**src/design/gcd_lcm_unit_defines.svh**
```systemverilog
// Assertion helpers for the RTL, included by gcd_lcm_unit.sv. Each macro expects clk and arst_n in scope.
`ifndef GCD_LCM_UNIT_DEFINES_SVH
`define GCD_LCM_UNIT_DEFINES_SVH

// A condition that must hold at every rising clock edge outside reset.
`define GLU_ASSERT_ALWAYS(label, cond, msg) \
	label: assert property (@(posedge clk) disable iff (!arst_n) (cond)) else $error(msg);

// A consequence that must hold whenever its antecedent holds.
`define GLU_ASSERT_IMPLIES(label, ante, cons, msg) \
	label: assert property (@(posedge clk) disable iff (!arst_n) (ante) |-> (cons)) \
		else $error(msg);

`endif

```
**src/design/glu_pkg.sv**
```systemverilog
package glu_pkg;

	localparam int FIELD_WIDTH   = 32;
	localparam int ANSWER_WIDTH  = 64;
	localparam int OPERAND_WIDTH = 32;

	localparam logic MODE_LCM = 1'b0;
	localparam logic MODE_GCD = 1'b1;

	typedef struct packed {
		logic                   mode;
		logic [FIELD_WIDTH-1:0] first_value;
		logic [FIELD_WIDTH-1:0] second_value;
	} req_t;

	typedef struct packed {
		logic [ANSWER_WIDTH-1:0] answer;
		logic                    zero_operand;
	} rsp_t;

endpackage

```
**src/design/glu_gcd.sv**
```systemverilog
// Binary GCD: one halving or subtract-and-halve step per cycle, then the common
// power of two is restored by shifting left one place per cycle.
module glu_gcd #(
	parameter int W = glu_pkg::OPERAND_WIDTH
) (
	input  logic         clk,
	input  logic         arst_n,
	input  logic         start,
	input  logic [W-1:0] a,
	input  logic [W-1:0] b,
	output logic         done,
	output logic [W-1:0] result
);

	localparam int KW = $clog2(W);
	localparam logic [1:0] PH_IDLE   = 2'd0;
	localparam logic [1:0] PH_REDUCE = 2'd1;
	localparam logic [1:0] PH_SHIFT  = 2'd2;

	logic [1:0]    phase_q;
	logic [W-1:0]  u_q;
	logic [W-1:0]  v_q;
	logic [KW-1:0] k_q;
	logic [W-1:0]  diff_uv;
	logic [W-1:0]  diff_vu;

	assign diff_uv = u_q - v_q;
	assign diff_vu = v_q - u_q;

	always_ff @(posedge clk or negedge arst_n) begin
		if (!arst_n) begin
			phase_q <= PH_IDLE;
		end else begin
			case (phase_q)
				PH_IDLE: begin
					if (start) begin
						phase_q <= PH_REDUCE;
					end
				end
				PH_REDUCE: begin
					if (u_q == v_q) begin
						phase_q <= PH_SHIFT;
					end
				end
				PH_SHIFT: begin
					if (k_q == '0) begin
						phase_q <= PH_IDLE;
					end
				end
				default: phase_q <= PH_IDLE;
			endcase
		end
	end

	// Both operands stay nonzero, so the loop ends when they meet.
	always_ff @(posedge clk) begin
		if (start) begin
			u_q <= a;
			v_q <= b;
			k_q <= '0;
		end else if (phase_q == PH_REDUCE && u_q != v_q) begin
			if (!u_q[0] && !v_q[0]) begin
				u_q <= u_q >> 1;
				v_q <= v_q >> 1;
				k_q <= k_q + 1'b1;
			end else if (!u_q[0]) begin
				u_q <= u_q >> 1;
			end else if (!v_q[0]) begin
				v_q <= v_q >> 1;
			end else if (u_q > v_q) begin
				u_q <= diff_uv >> 1;
			end else begin
				v_q <= diff_vu >> 1;
			end
		end else if (phase_q == PH_SHIFT && k_q != '0) begin
			u_q <= u_q << 1;
			k_q <= k_q - 1'b1;
		end
	end

	assign done   = (phase_q == PH_SHIFT) && (k_q == '0);
	assign result = u_q;

endmodule

```
**src/design/glu_div.sv**
```systemverilog
// Restoring divider, one quotient bit per cycle.
module glu_div #(
	parameter int W = glu_pkg::OPERAND_WIDTH
) (
	input  logic         clk,
	input  logic         arst_n,
	input  logic         start,
	input  logic [W-1:0] dividend,
	input  logic [W-1:0] divisor,
	output logic         done,
	output logic [W-1:0] quotient
);

	localparam int CW = $clog2(W);

	logic          busy_q;
	logic          done_q;
	logic [CW-1:0] cnt_q;
	logic [W-1:0]  quo_q;
	logic [W-1:0]  rem_q;
	logic [W-1:0]  d_q;
	logic [W:0]    trial;
	logic [W:0]    diff;
	logic          fits;

	assign trial = {rem_q, quo_q[W-1]};
	assign diff  = trial - {1'b0, d_q};
	assign fits  = trial >= {1'b0, d_q};

	always_ff @(posedge clk or negedge arst_n) begin
		if (!arst_n) begin
			busy_q <= 1'b0;
			done_q <= 1'b0;
		end else begin
			done_q <= busy_q && (cnt_q == '0);
			if (start) begin
				busy_q <= 1'b1;
			end else if (busy_q && cnt_q == '0) begin
				busy_q <= 1'b0;
			end
		end
	end

	always_ff @(posedge clk) begin
		if (start) begin
			quo_q <= dividend;
			rem_q <= '0;
			d_q   <= divisor;
			cnt_q <= CW'(W - 1);
		end else if (busy_q) begin
			rem_q <= fits ? diff[W-1:0] : trial[W-1:0];
			quo_q <= {quo_q[W-2:0], fits};
			cnt_q <= cnt_q - 1'b1;
		end
	end

	assign done     = done_q;
	assign quotient = quo_q;

endmodule

```
**src/design/glu_mul.sv**
```systemverilog
// Shift-and-add multiplier, one multiplier bit per cycle.
module glu_mul #(
	parameter int W = glu_pkg::OPERAND_WIDTH
) (
	input  logic           clk,
	input  logic           arst_n,
	input  logic           start,
	input  logic [W-1:0]   multiplier,
	input  logic [W-1:0]   multiplicand,
	output logic           done,
	output logic [2*W-1:0] product
);

	localparam int CW = $clog2(W);

	logic          busy_q;
	logic          done_q;
	logic [CW-1:0] cnt_q;
	logic [W-1:0]  hi_q;
	logic [W-1:0]  lo_q;
	logic [W-1:0]  mc_q;
	logic [W:0]    sum;

	assign sum = {1'b0, hi_q} + (lo_q[0] ? {1'b0, mc_q} : '0);

	always_ff @(posedge clk or negedge arst_n) begin
		if (!arst_n) begin
			busy_q <= 1'b0;
			done_q <= 1'b0;
		end else begin
			done_q <= busy_q && (cnt_q == '0);
			if (start) begin
				busy_q <= 1'b1;
			end else if (busy_q && cnt_q == '0) begin
				busy_q <= 1'b0;
			end
		end
	end

	// The low half holds the unused multiplier bits and fills with product bits.
	always_ff @(posedge clk) begin
		if (start) begin
			hi_q  <= '0;
			lo_q  <= multiplier;
			mc_q  <= multiplicand;
			cnt_q <= CW'(W - 1);
		end else if (busy_q) begin
			hi_q  <= sum[W:1];
			lo_q  <= {sum[0], lo_q[W-1:1]};
			cnt_q <= cnt_q - 1'b1;
		end
	end

	assign done    = done_q;
	assign product = {hi_q, lo_q};

endmodule

```
**src/design/gcd_lcm_unit.sv**
```systemverilog
// Channel  | Signals                      | Direction
// request  | req_valid, req_stall, req    | in, stall driven here
// response | rsp_valid, rsp_stall, rsp    | out, stall driven by sink
//
// One item at a time. GCD: the result passes through the binary GCD reduction steps and the
// left shifts that restore k, the common power of two. LCM adds the serial divide and
// multiply. A zero operand skips all three units and goes straight to the hold state.
// The next request is
// taken the cycle after the result is loaded; the response register holds a result while
// rsp_stall is high, and reset clears all control state.
`include "gcd_lcm_unit_defines.svh"

module gcd_lcm_unit #(
	parameter int OPERAND_WIDTH = glu_pkg::OPERAND_WIDTH
) (
	input  logic          clk,
	input  logic          arst_n,
	input  logic          req_valid,
	output logic          req_stall,
	input  glu_pkg::req_t req,
	output logic          rsp_valid,
	input  logic          rsp_stall,
	output glu_pkg::rsp_t rsp
);

	localparam int W  = OPERAND_WIDTH;
	localparam int AW = glu_pkg::ANSWER_WIDTH;

	localparam logic [2:0] ST_IDLE = 3'd0;
	localparam logic [2:0] ST_GCD  = 3'd1;
	localparam logic [2:0] ST_DIV  = 3'd2;
	localparam logic [2:0] ST_MUL  = 3'd3;
	localparam logic [2:0] ST_HOLD = 3'd4;

	logic [2:0]     state_q;
	logic           mode_q;
	logic [W-1:0]   a_q;
	logic [W-1:0]   b_q;
	logic [2*W-1:0] res_q;
	logic           err_q;
	logic           rsp_valid_q;
	glu_pkg::rsp_t  rsp_q;

	logic [W-1:0]   a_in;
	logic [W-1:0]   b_in;
	logic           accept;
	logic           zero_in;
	logic           gcd_start;
	logic           gcd_done;
	logic [W-1:0]   gcd_res;
	logic           div_start;
	logic           div_done;
	logic [W-1:0]   div_res;
	logic           mul_start;
	logic           mul_done;
	logic [2*W-1:0] mul_res;
	logic           load_rsp;

	assign a_in      = req.first_value[W-1:0];
	assign b_in      = req.second_value[W-1:0];
	assign req_stall = state_q != ST_IDLE;
	assign accept    = req_valid && !req_stall;
	assign zero_in   = (a_in == '0) || (b_in == '0);
	assign gcd_start = accept && !zero_in;
	assign div_start = (state_q == ST_GCD) && gcd_done && (mode_q == glu_pkg::MODE_LCM);
	assign mul_start = (state_q == ST_DIV) && div_done;
	assign load_rsp  = (state_q == ST_HOLD) && (!rsp_valid_q || !rsp_stall);

	glu_gcd #(.W(W)) u_gcd (
		.clk    (clk),
		.arst_n (arst_n),
		.start  (gcd_start),
		.a      (a_in),
		.b      (b_in),
		.done   (gcd_done),
		.result (gcd_res)
	);

	// lcm = (a / gcd) * b; the division is exact.
	glu_div #(.W(W)) u_div (
		.clk      (clk),
		.arst_n   (arst_n),
		.start    (div_start),
		.dividend (a_q),
		.divisor  (gcd_res),
		.done     (div_done),
		.quotient (div_res)
	);

	glu_mul #(.W(W)) u_mul (
		.clk          (clk),
		.arst_n       (arst_n),
		.start        (mul_start),
		.multiplier   (div_res),
		.multiplicand (b_q),
		.done         (mul_done),
		.product      (mul_res)
	);

	always_ff @(posedge clk or negedge arst_n) begin
		if (!arst_n) begin
			state_q     <= ST_IDLE;
			rsp_valid_q <= 1'b0;
		end else begin
			case (state_q)
				ST_IDLE: begin
					if (accept) begin
						state_q <= zero_in ? ST_HOLD : ST_GCD;
					end
				end
				ST_GCD: begin
					if (gcd_done) begin
						state_q <= (mode_q == glu_pkg::MODE_GCD) ? ST_HOLD : ST_DIV;
					end
				end
				ST_DIV: begin
					if (div_done) begin
						state_q <= ST_MUL;
					end
				end
				ST_MUL: begin
					if (mul_done) begin
						state_q <= ST_HOLD;
					end
				end
				ST_HOLD: begin
					if (load_rsp) begin
						state_q <= ST_IDLE;
					end
				end
				default: state_q <= ST_IDLE;
			endcase

			if (load_rsp) begin
				rsp_valid_q <= 1'b1;
			end else if (!rsp_stall) begin
				rsp_valid_q <= 1'b0;
			end
		end
	end

	always_ff @(posedge clk) begin
		if (accept) begin
			mode_q <= req.mode;
			a_q    <= a_in;
			b_q    <= b_in;
			res_q  <= '0;
			err_q  <= zero_in;
		end else if (state_q == ST_GCD && gcd_done) begin
			res_q <= (2*W)'(gcd_res);
		end else if (state_q == ST_MUL && mul_done) begin
			res_q <= mul_res;
		end
		if (load_rsp) begin
			rsp_q.answer       <= AW'(res_q);
			rsp_q.zero_operand <= err_q;
		end
	end

	assign rsp_valid = rsp_valid_q;
	assign rsp       = rsp_q;

	`GLU_ASSERT_IMPLIES(a_gcd_done_in_gcd, gcd_done, state_q == ST_GCD, "gcd done outside GCD state")
	`GLU_ASSERT_IMPLIES(a_div_done_in_div, div_done, state_q == ST_DIV, "div done outside DIV state")
	`GLU_ASSERT_IMPLIES(a_mul_done_in_mul, mul_done, state_q == ST_MUL, "mul done outside MUL state")
	`GLU_ASSERT_IMPLIES(a_err_zero_answer, rsp_valid && rsp.zero_operand, rsp.answer == '0,
		"zero operand transfer carries a nonzero answer")
	`GLU_ASSERT_IMPLIES(a_hold_blocks_req, state_q == ST_HOLD, req_stall && !gcd_done,
		"request taken while a result is pending")

endmodule

```
**config.mk**
```make
export PLATFORM = sky130hd
export DESIGN_NAME = gcd_lcm_unit
export DESIGN_NICKNAME = d
export VERILOG_FILES = /design/src/design/glu_pkg.sv /design/src/design/glu_gcd.sv /design/src/design/glu_div.sv /design/src/design/glu_mul.sv /design/src/design/gcd_lcm_unit.sv
export VERILOG_INCLUDE_DIRS = /design/src /design/src/design
export SDC_FILE = /design/constraint.sdc
export NUM_CORES = 1
export LEC_CHECK = 0
export BUFFER_PORTS_ARGS = -buffer_cell sky130_fd_sc_hd__buf_2
export CAP_MARGIN = 20
export CORE_ASPECT_RATIO = 1.4
export CORE_MARGIN = 5
export CORE_UTILIZATION = 30
export CTS_BUF_LIST = sky130_fd_sc_hd__clkbuf_16
export CTS_CLUSTER_DIAMETER = 150
export DETAILED_ROUTE_END_ITERATION = 10
export HOLD_SLACK_MARGIN = 0.12
export SYNTH_ARGS = -nofsm -noshare
export SYNTH_HDL_FRONTEND = slang
export SYNTH_SLANG_ARGS = --single-unit
```
**constraint.sdc**
```tcl
create_clock -name clk -period 5.5 [get_ports clk]
set_clock_uncertainty 0.1 [all_clocks]
set_input_delay 0.275 -clock clk [delete_from_list [all_inputs] [get_ports clk]]
set_output_delay 0.275 -clock clk [all_outputs]
set_load 0.02 [all_outputs]
```
==> metrics.csv, run 1 <==
stage;metric;value;unit
outcome;status;complete, no violations;
final_layout;share of cells above drive strength 1;10.2;%
placement;setup slack at placement;1120;ps
cts;Post-CTS Hold Buffers;68;
cts;clk root buf;clkbuf_16;
logic_synthesis;Compound-Gate Fraction of Synth Area;16.6;%
routing;Post-route DRC;0;
logic_synthesis;largest family of logic cells by synthesized area;compound AO/OA/AOI/OAI gates;
logic_synthesis;mux share of post-synthesis cell area;1.64;%
global_routing;largest net degree at the start of global routing;84;
logic_synthesis;Synth Cell Area;25200;sq um
placement;Post-DP Area;27100;sq um
setup_path;worst-path cell chain;inv_1, ha_1, nand4_1, or3_1, nand3b_1, o211ai_1, and3_1, and2_1, buf_4, o31a_1, buf_12;
floorplan;site row count;125;
logic_synthesis;sequential element share of the synthesized area;50.9;%
floorplan;Die X;255;microns
power;internal power;9040;uW
logic_synthesis;simple-gate area share of the yosys netlist;15.6;%
sta;setup violators final;0;
logic_synthesis;ys async rst share;2.10;%
logic_synthesis;Cells after Synth;2593;
flow_run;max-cap violation count;0;
routing;WL met2;40100;microns
sta;RSZ-0062 raised after global routing;no;
cts;CTS H-tree depth;2;
power;combinational share of power;45.7;%
cts;cts bufs inserted;46;
setup_path;critical path type;reg -> reg;
power;P per Cell Area;529;nW/um^2
cts;CTS tree;done;
power;sequential share of power;32.3;%
power;sw frac;41.9;%
final_layout;Largest register FFs;65;
floorplan;IO Count;136;
setup_path;Startpoint Class;flop;
global_routing;gr usage total;17.7;%
sta;final hold violation count;0;
sta;final worst-path cycle share;80.9;%
worst_hold_path;Tightest Hold Check Type;in -> reg;
setup_path;Worst Path Max Fanout;16;
power;Clock Power Share;22.0;%
logic_synthesis;mean post-synth cell area;9.71;sq um
setup_path;Crit path required time;5700;ps
setup_path;WP buf/inv;3;
placement;final HPWL from detailed placement;62000;microns
cts;Clock transition at path regs;60;ps
floorplan;Starting Density;30.3;%
logic_synthesis;Synth Flop Type;edfxtp_1;
sta;TNS Setup;0;ps
power;Static Leakage;0.0120;uW
sta;final slew viol count;0;
global_routing;initial antenna violation count;3;
routing;Met3 Wirelength;4130;microns
sta;slack of the critical path;1050;ps
cts;clk buf depth;3;
placement;IO Port Bufs;135;
global_routing;global route overflow;0;
floorplan;core area;83200;sq um
logic_synthesis;number of synthesized register bits;476;
cts;Post-CTS Setup Bufs;0;
routing;initial drt markers;1545;
setup_path;delay of the slowest critical-path stage;850;ps
logic_synthesis;unique cell type count in the Yosys netlist;80;
placement;Final Wtd Congestion;0.983;
sta;minimum clock period;4450;ps
setup_path;CP arrival;4660;ps
global_routing;vias in the first global route;19775;
power;PnR Total Power;15600;uW
setup_path;CP top delay family;simple AND/OR/NAND/NOR gates;
routing;Post-DRT Antenna Nets;0;
routing;met1 wire length;33400;microns
cts;Sinks on Clock Net;476;
sta;slew of the pin with the lowest slew margin;1070;ps
routing;total wire length;82500;microns
cts;post_cts resized;0;
floorplan;Die Area;89900;sq um
setup_path;slowest CP cell;o31a_1;
logic_synthesis;Post-synth EDFFs;323;
routing;DR vias;20134;
logic_synthesis;yosys warns;0;
global_routing;first-pass GRT wire length;123000;microns
logic_synthesis;xor and xnor area share after synthesis;4.14;%
logic_synthesis;Synth Net Count;2800;
routing;Detailed Routing Iterations Pass 1;5;
final_layout;synthesis-to-finish area growth;16.9;%
sta;FMAX;225;MHz
final_layout;# nets final;2964;
routing;routed len/inst;21.3;microns
sta;Slew HR;28.9;%
routing;highest routing layer actually used;met4;
power;Max VDD drop;0.363;mV
setup_path;Setup crit end kind;flop;
final_layout;Final Cell Area;29400;sq um
floorplan;Die Y;353;microns
cts;worst skew pair latency;620;ps
power;Net Switching;6520;uW
routing;vias per std cell;5.19;
logic_synthesis;Adder-Cell Fraction of Synth Area;7.01;%
-- cells by family after synthesis --
kind of cell	after synthesis
buf+inv	273
flops	476
compound gates	651
mux	41
simple gates	895
xor+xnor	119
fa+ha+maj	138
-- path summary, 6_finish.rpt --
kind,startpoint,to,slack (ps),depth (start not counted)
worst min register to register,b_q[7]$_DFFE_PP_,u_mul.mc_q[7]$_DFFE_PP_,320,0
worst min-delay path,req_valid,state_q[0]$_DFFE_PN0P_,270,6
min in group asynchronous,arst_n,u_mul.busy_q$_DFFE_PN0P_,650,3
max in group asynchronous,arst_n,state_q[1]$_DFFE_PN0P_,4280,3
worst max register to register,u_gcd.result[23]$_DFFE_PP_,u_gcd.v_q[16]$_DFFE_PP_,1050,11
worst max-delay path,u_gcd.result[23]$_DFFE_PP_,u_gcd.v_q[16]$_DFFE_PP_,1050,11
-- synthesized netlist by cell type, drive strengths merged, types with 6 or more instances --
cell type  instances  area share [%]
nor2b             14            0.35
and3              11            0.27
edfxtp           323              39
xor2              40             1.4
o21ai            149             3.0
nor4              26            0.67
a21oi            197             3.9
clkbuf           118             1.8
a211oi            27            0.81
nand3             62             1.2
and2              38            0.94
dfrtp             10            0.99
mux2i             39             1.6
nor2             217             3.2
buf               19            0.41
nor3              24            0.48
nand2            429             6.4
o31ai              6            0.18
o21bai            14            0.42
nand2b            21            0.52
o21a              13            0.39
ha               133             6.6
inv              134             2.0
nand4             21            0.52
xnor2             79             2.7
a221oi            43             1.5
a31oi             23            0.57
o22ai             27            0.67
dfxtp            143              11
o211ai            13            0.39
or3               11            0.27
a21o              84             2.5
-- layout by cell type (no fill, tap or decap), types with 24 or more instances in the layout --
master / instances
dlygate4sd3_1: 68
buf_4: 45
buf_2: 135
o21ai_0: 133
o22ai_1: 27
nor4_1: 25
a211oi_1: 27
xnor2_1: 79
nand2_1: 429
a221oi_1: 43
ha_1: 133
and2_1: 37
edfxtp_1: 323
nand3_1: 61
xor2_1: 40
nor3_1: 24
nor2_1: 214
clkbuf_16: 48
a21oi_1: 195
mux2i_1: 39
a21o_1: 84
dfxtp_1: 143
inv_1: 139
-- layer usage --
| layer | global-route usage (%) | up-vias |
|---|---|---|
| li1 | - | 9594 |
| met1 | 21.8 | 9729 |
| met2 | 30.2 | 618 |
| met3 | 2.44 | 193 |
| met4 | 9.14 | 0 |
| met5 | 0 | - |
-- stage by stage --
step | hold slack [ps] | cells | utilization, %
after global routing | 275 | 3874 | 35.4
after floorplan | -121 | 2593 | -
after global placement | 82.0 | 3716 | 32.5
final | 268 | 3876 | 35.4
after detailed placement | 83.7 | 3717 | 32.6
after CTS | 211 | 3871 | 35.3
-- area by class of cell --
class / instances / area (sq um)
Clock inverter: 38 / 402
Sequential cell: 476 / 12800
Inverter: 136 / 513
Fill cell: 8508 / 53800
Tap cell: 1079 / 1350
Timing Repair Buffer: 253 / 1790
Antenna cell: 2 / 5.00
Clock buffer: 48 / 1200
Multi-Input combinational cell: 1844 / 11400
-- worst min-delay path: cells and delay by family --
kind / cells / cell delay (ps)
AO/OA/AOI/OAI: 3 / 380
buffers and inverters: 1 / 110
AND/OR/NAND/NOR: 2 / 160
-- power groups by stage --
stage | Clock (uW) | Sequential (uW) | Combinational [uW]
global route | 3620 | 5070 | 7570
floorplan | 0 | 5010 | 4550
global placement | 0 | 5080 | 7010
detailed placement | 0 | 5100 | 6950
finish | 3420 | 5030 | 7110
CTS | 3500 | 5030 | 7030
Note: power is estimated with default switching activity, not from simulation.
==> run 2: changes to the inputs <==
- clock period: 5.5 -> 4.2 ns (I/O delays scaled with it)
==> metrics.csv, run 2 (synthesis gave the netlist of run 1 again) <==
stage;metric;value;unit;change
outcome;status;complete, no violations;;
power;internal power;12000;uW;+33%
final_layout;fillers;8408;;-1.2%
final_layout;most frequent cells in the layout;nand2_1, edfxtp_1, nor2_1;;
setup_path;critical path type;reg -> reg;;
final_layout;Util after Layout;35.7;%;+0.29 points
power;Clock Power Share;20.7;%;-1.3 points
sta;setup violators final;0;;unchanged
sta;final hold violation count;0;;unchanged
routing;highest routing layer actually used;met5;;
routing;WL met2;38000;microns;-5.2%
routing;Post-DRT Antenna Nets;0;;unchanged
final_layout;synthesis-to-finish area growth;17.9;%;
sta;Slew HR;39.2;%;+10 points
floorplan;Starting Density;30.3;%;unchanged
floorplan;Die X;255;microns;unchanged
placement;placed cells;3768;;+1.4%
sta;final slew viol count;0;;unchanged
cts;CTS H-tree depth;2;;unchanged
setup_path;Worst Path Max Fanout;9;;-7
routing;Met3 Wirelength;4040;microns;-2.3%
global_routing;first-pass GRT wire length;118000;microns;-3.8%
routing;routed len/inst;19.9;microns;-6.7%
routing;met1 wire length;31400;microns;-6.1%
sta;FMAX;256;MHz;+14%
routing;Detailed Routing Iterations Pass 1;5;;unchanged
cts;clk buf depth;3;;unchanged
power;combinational share of power;47.3;%;+1.6 points
placement;Post-DP Area;27500;sq um;+1.5%
power;P per Cell Area;681;nW/um^2;+29%
final_layout;Final Cell Area;29700;sq um;+0.82%
final_layout;most common cell after layout, fill and taps aside;nand2_1;;
power;Static Leakage;0.0122;uW;+1.5%
cts;clk root buf;clkbuf_16;;
placement;final HPWL from detailed placement;58500;microns;-5.6%
cts;Post-CTS Setup Bufs;0;;unchanged
setup_path;Setup crit end kind;flop;;
placement;IO Port Bufs;135;;unchanged
setup_path;Startpoint Class;flop;;
flow_run;max-cap violation count;0;;unchanged
setup_path;CP arrival;4150;ps;-510 ps
routing;total wire length;77900;microns;-5.5%
cts;cts bufs inserted;46;;unchanged
floorplan;core area;83200;sq um;unchanged
floorplan;IO Count;136;;unchanged
floorplan;Die Area;89900;sq um;unchanged
final_layout;share of cells above drive strength 1;11.4;%;+1.2 points
worst_hold_path;Tightest Hold Check Type;in -> reg;;
final_layout;# nets final;3012;;+1.6%
routing;DR vias;20205;;+0.35%
power;sw frac;40.7;%;-1.2 points
sta;TNS Setup;0;ps;unchanged
power;sequential share of power;32.0;%;-0.3 points
setup_path;Crit path required time;4440;ps;-1260 ps
cts;CTS tree;done;;
final_layout;Largest register FFs;65;;unchanged
global_routing;initial antenna violation count;8;;+5
cts;worst skew pair latency;590;ps;-30 ps
sta;final worst-path cycle share;93.1;%;+12 points
floorplan;site row count;125;;unchanged
sta;slew of the pin with the lowest slew margin;912;ps;-154 ps
routing;initial drt markers;1349;;-13%
sta;minimum clock period;3910;ps;-541 ps
routing;Post-route DRC;0;;unchanged
placement;Final Wtd Congestion;0.948;;-3.6%
global_routing;largest net degree at the start of global routing;66;;-21%
power;Net Switching;8230;uW;+26%
cts;Sinks on Clock Net;476;;unchanged
routing;vias per std cell;5.15;;-0.87%
floorplan;Die Y;353;microns;unchanged
global_routing;gr usage total;16.8;%;-0.92 points
global_routing;vias in the first global route;19753;;-0.11%
global_routing;global route overflow;0;;unchanged
power;Max VDD drop;0.431;mV;+19%
final_layout;Finished Layout Cells;3924;;+1.2%
cts;Clock transition at path regs;70;ps;about the same
sta;RSZ-0062 raised after global routing;no;;
==> run 2: cell types whose count changed in the layout (fill, tap and decap cells not counted), moves of 2 or more <==
cell / delta
diode_2: +2
inv_1: +2
buf_4: +49
bufinv_16: -2
clkinv_2: -3
clkinv_1: +7
clkinvlp_4: -2
inv_6: -3
==> run 2: worst paths after layout <==
kind	from	slack, ps	to	cells past startpoint
setup / recovery	u_gcd.v_q[0]$_DFFE_PP_	290	u_gcd.result[0]$_DFFE_PP_	13
hold / removal	req_valid	200	u_gcd.k_q[2]$_SDFFE_PP0P_	4
setup reg to reg	u_gcd.v_q[0]$_DFFE_PP_	290	u_gcd.result[0]$_DFFE_PP_	13
hold reg to reg	b_q[23]$_DFFE_PP_	300	u_mul.mc_q[23]$_DFFE_PP_	0
max in group asynchronous	arst_n	3010	u_div.busy_q$_DFFE_PN0P_	3
min in group asynchronous	arst_n	610	u_gcd.phase_q[0]$_DFFE_PN0P_	3
==> run 2: what timing repair did <==
item | 4_1_cts | 5_1_grt
setup endpoints to repair | 0 | 2
hold buffers | 68 | 0
endpoints found under the hold margin | 140 | 0
resized for setup | 0 | 2
==> run 2: per-stage QoR <==
step / total power (uW) / setup WS [ps] / hold WS [ps]
floorplan: 12500 / 227 / -186
global placement: 16000 / 320 / 2.18
detailed placement: 16000 / 169 / 7.05
CTS: 20300 / 137 / 149
global route: 21300 / 102 / 210
finish: 20200 / 290 / 199
==> run 2: power groups by stage <==
stage	clock (uW)	sequential [uW]	combinational (uW)
after floorplan	0	6540	5970
after detailed placement	0	6570	9400
after CTS	4290	6480	9520
final	4190	6480	9560
after global routing	4460	6520	10400
after global placement	0	6570	9430
==> run 2: routing by layer <==
layer | GRT usage (%) | vias up
li1 | - | 9701
met1 | 20.5 | 9705
met2 | 28.9 | 610
met3 | 2.41 | 185
met4 | 8.29 | 4
met5 | 0 | -
==> run 2: layout make-up <==
type,instances,area [sq um],area share (%)
clock inverters,37,310,1.05
repair buffers,301,2140,7.22
inverters,136,513,1.73
clock buffers,47,1180,3.96
diodes,4,10.0,0.0337
flip-flops and latches,476,12800,43.2
multi-input cells,1844,11400,38.3
well taps,1079,1350,4.55
==> run 2: critical path: stages, from the launching register on <==
cell,delay [ps]
edfxtp_1,440
ha_1,250
fa_1,420
nand2b_1,190
a21oi_1,230
o211ai_1,200
a311oi_1,420
o21ai_1,120
and2_1,180
nand2b_1,170
nor2_2,340
buf_4,240
a221oi_1,80
mux2_2,270
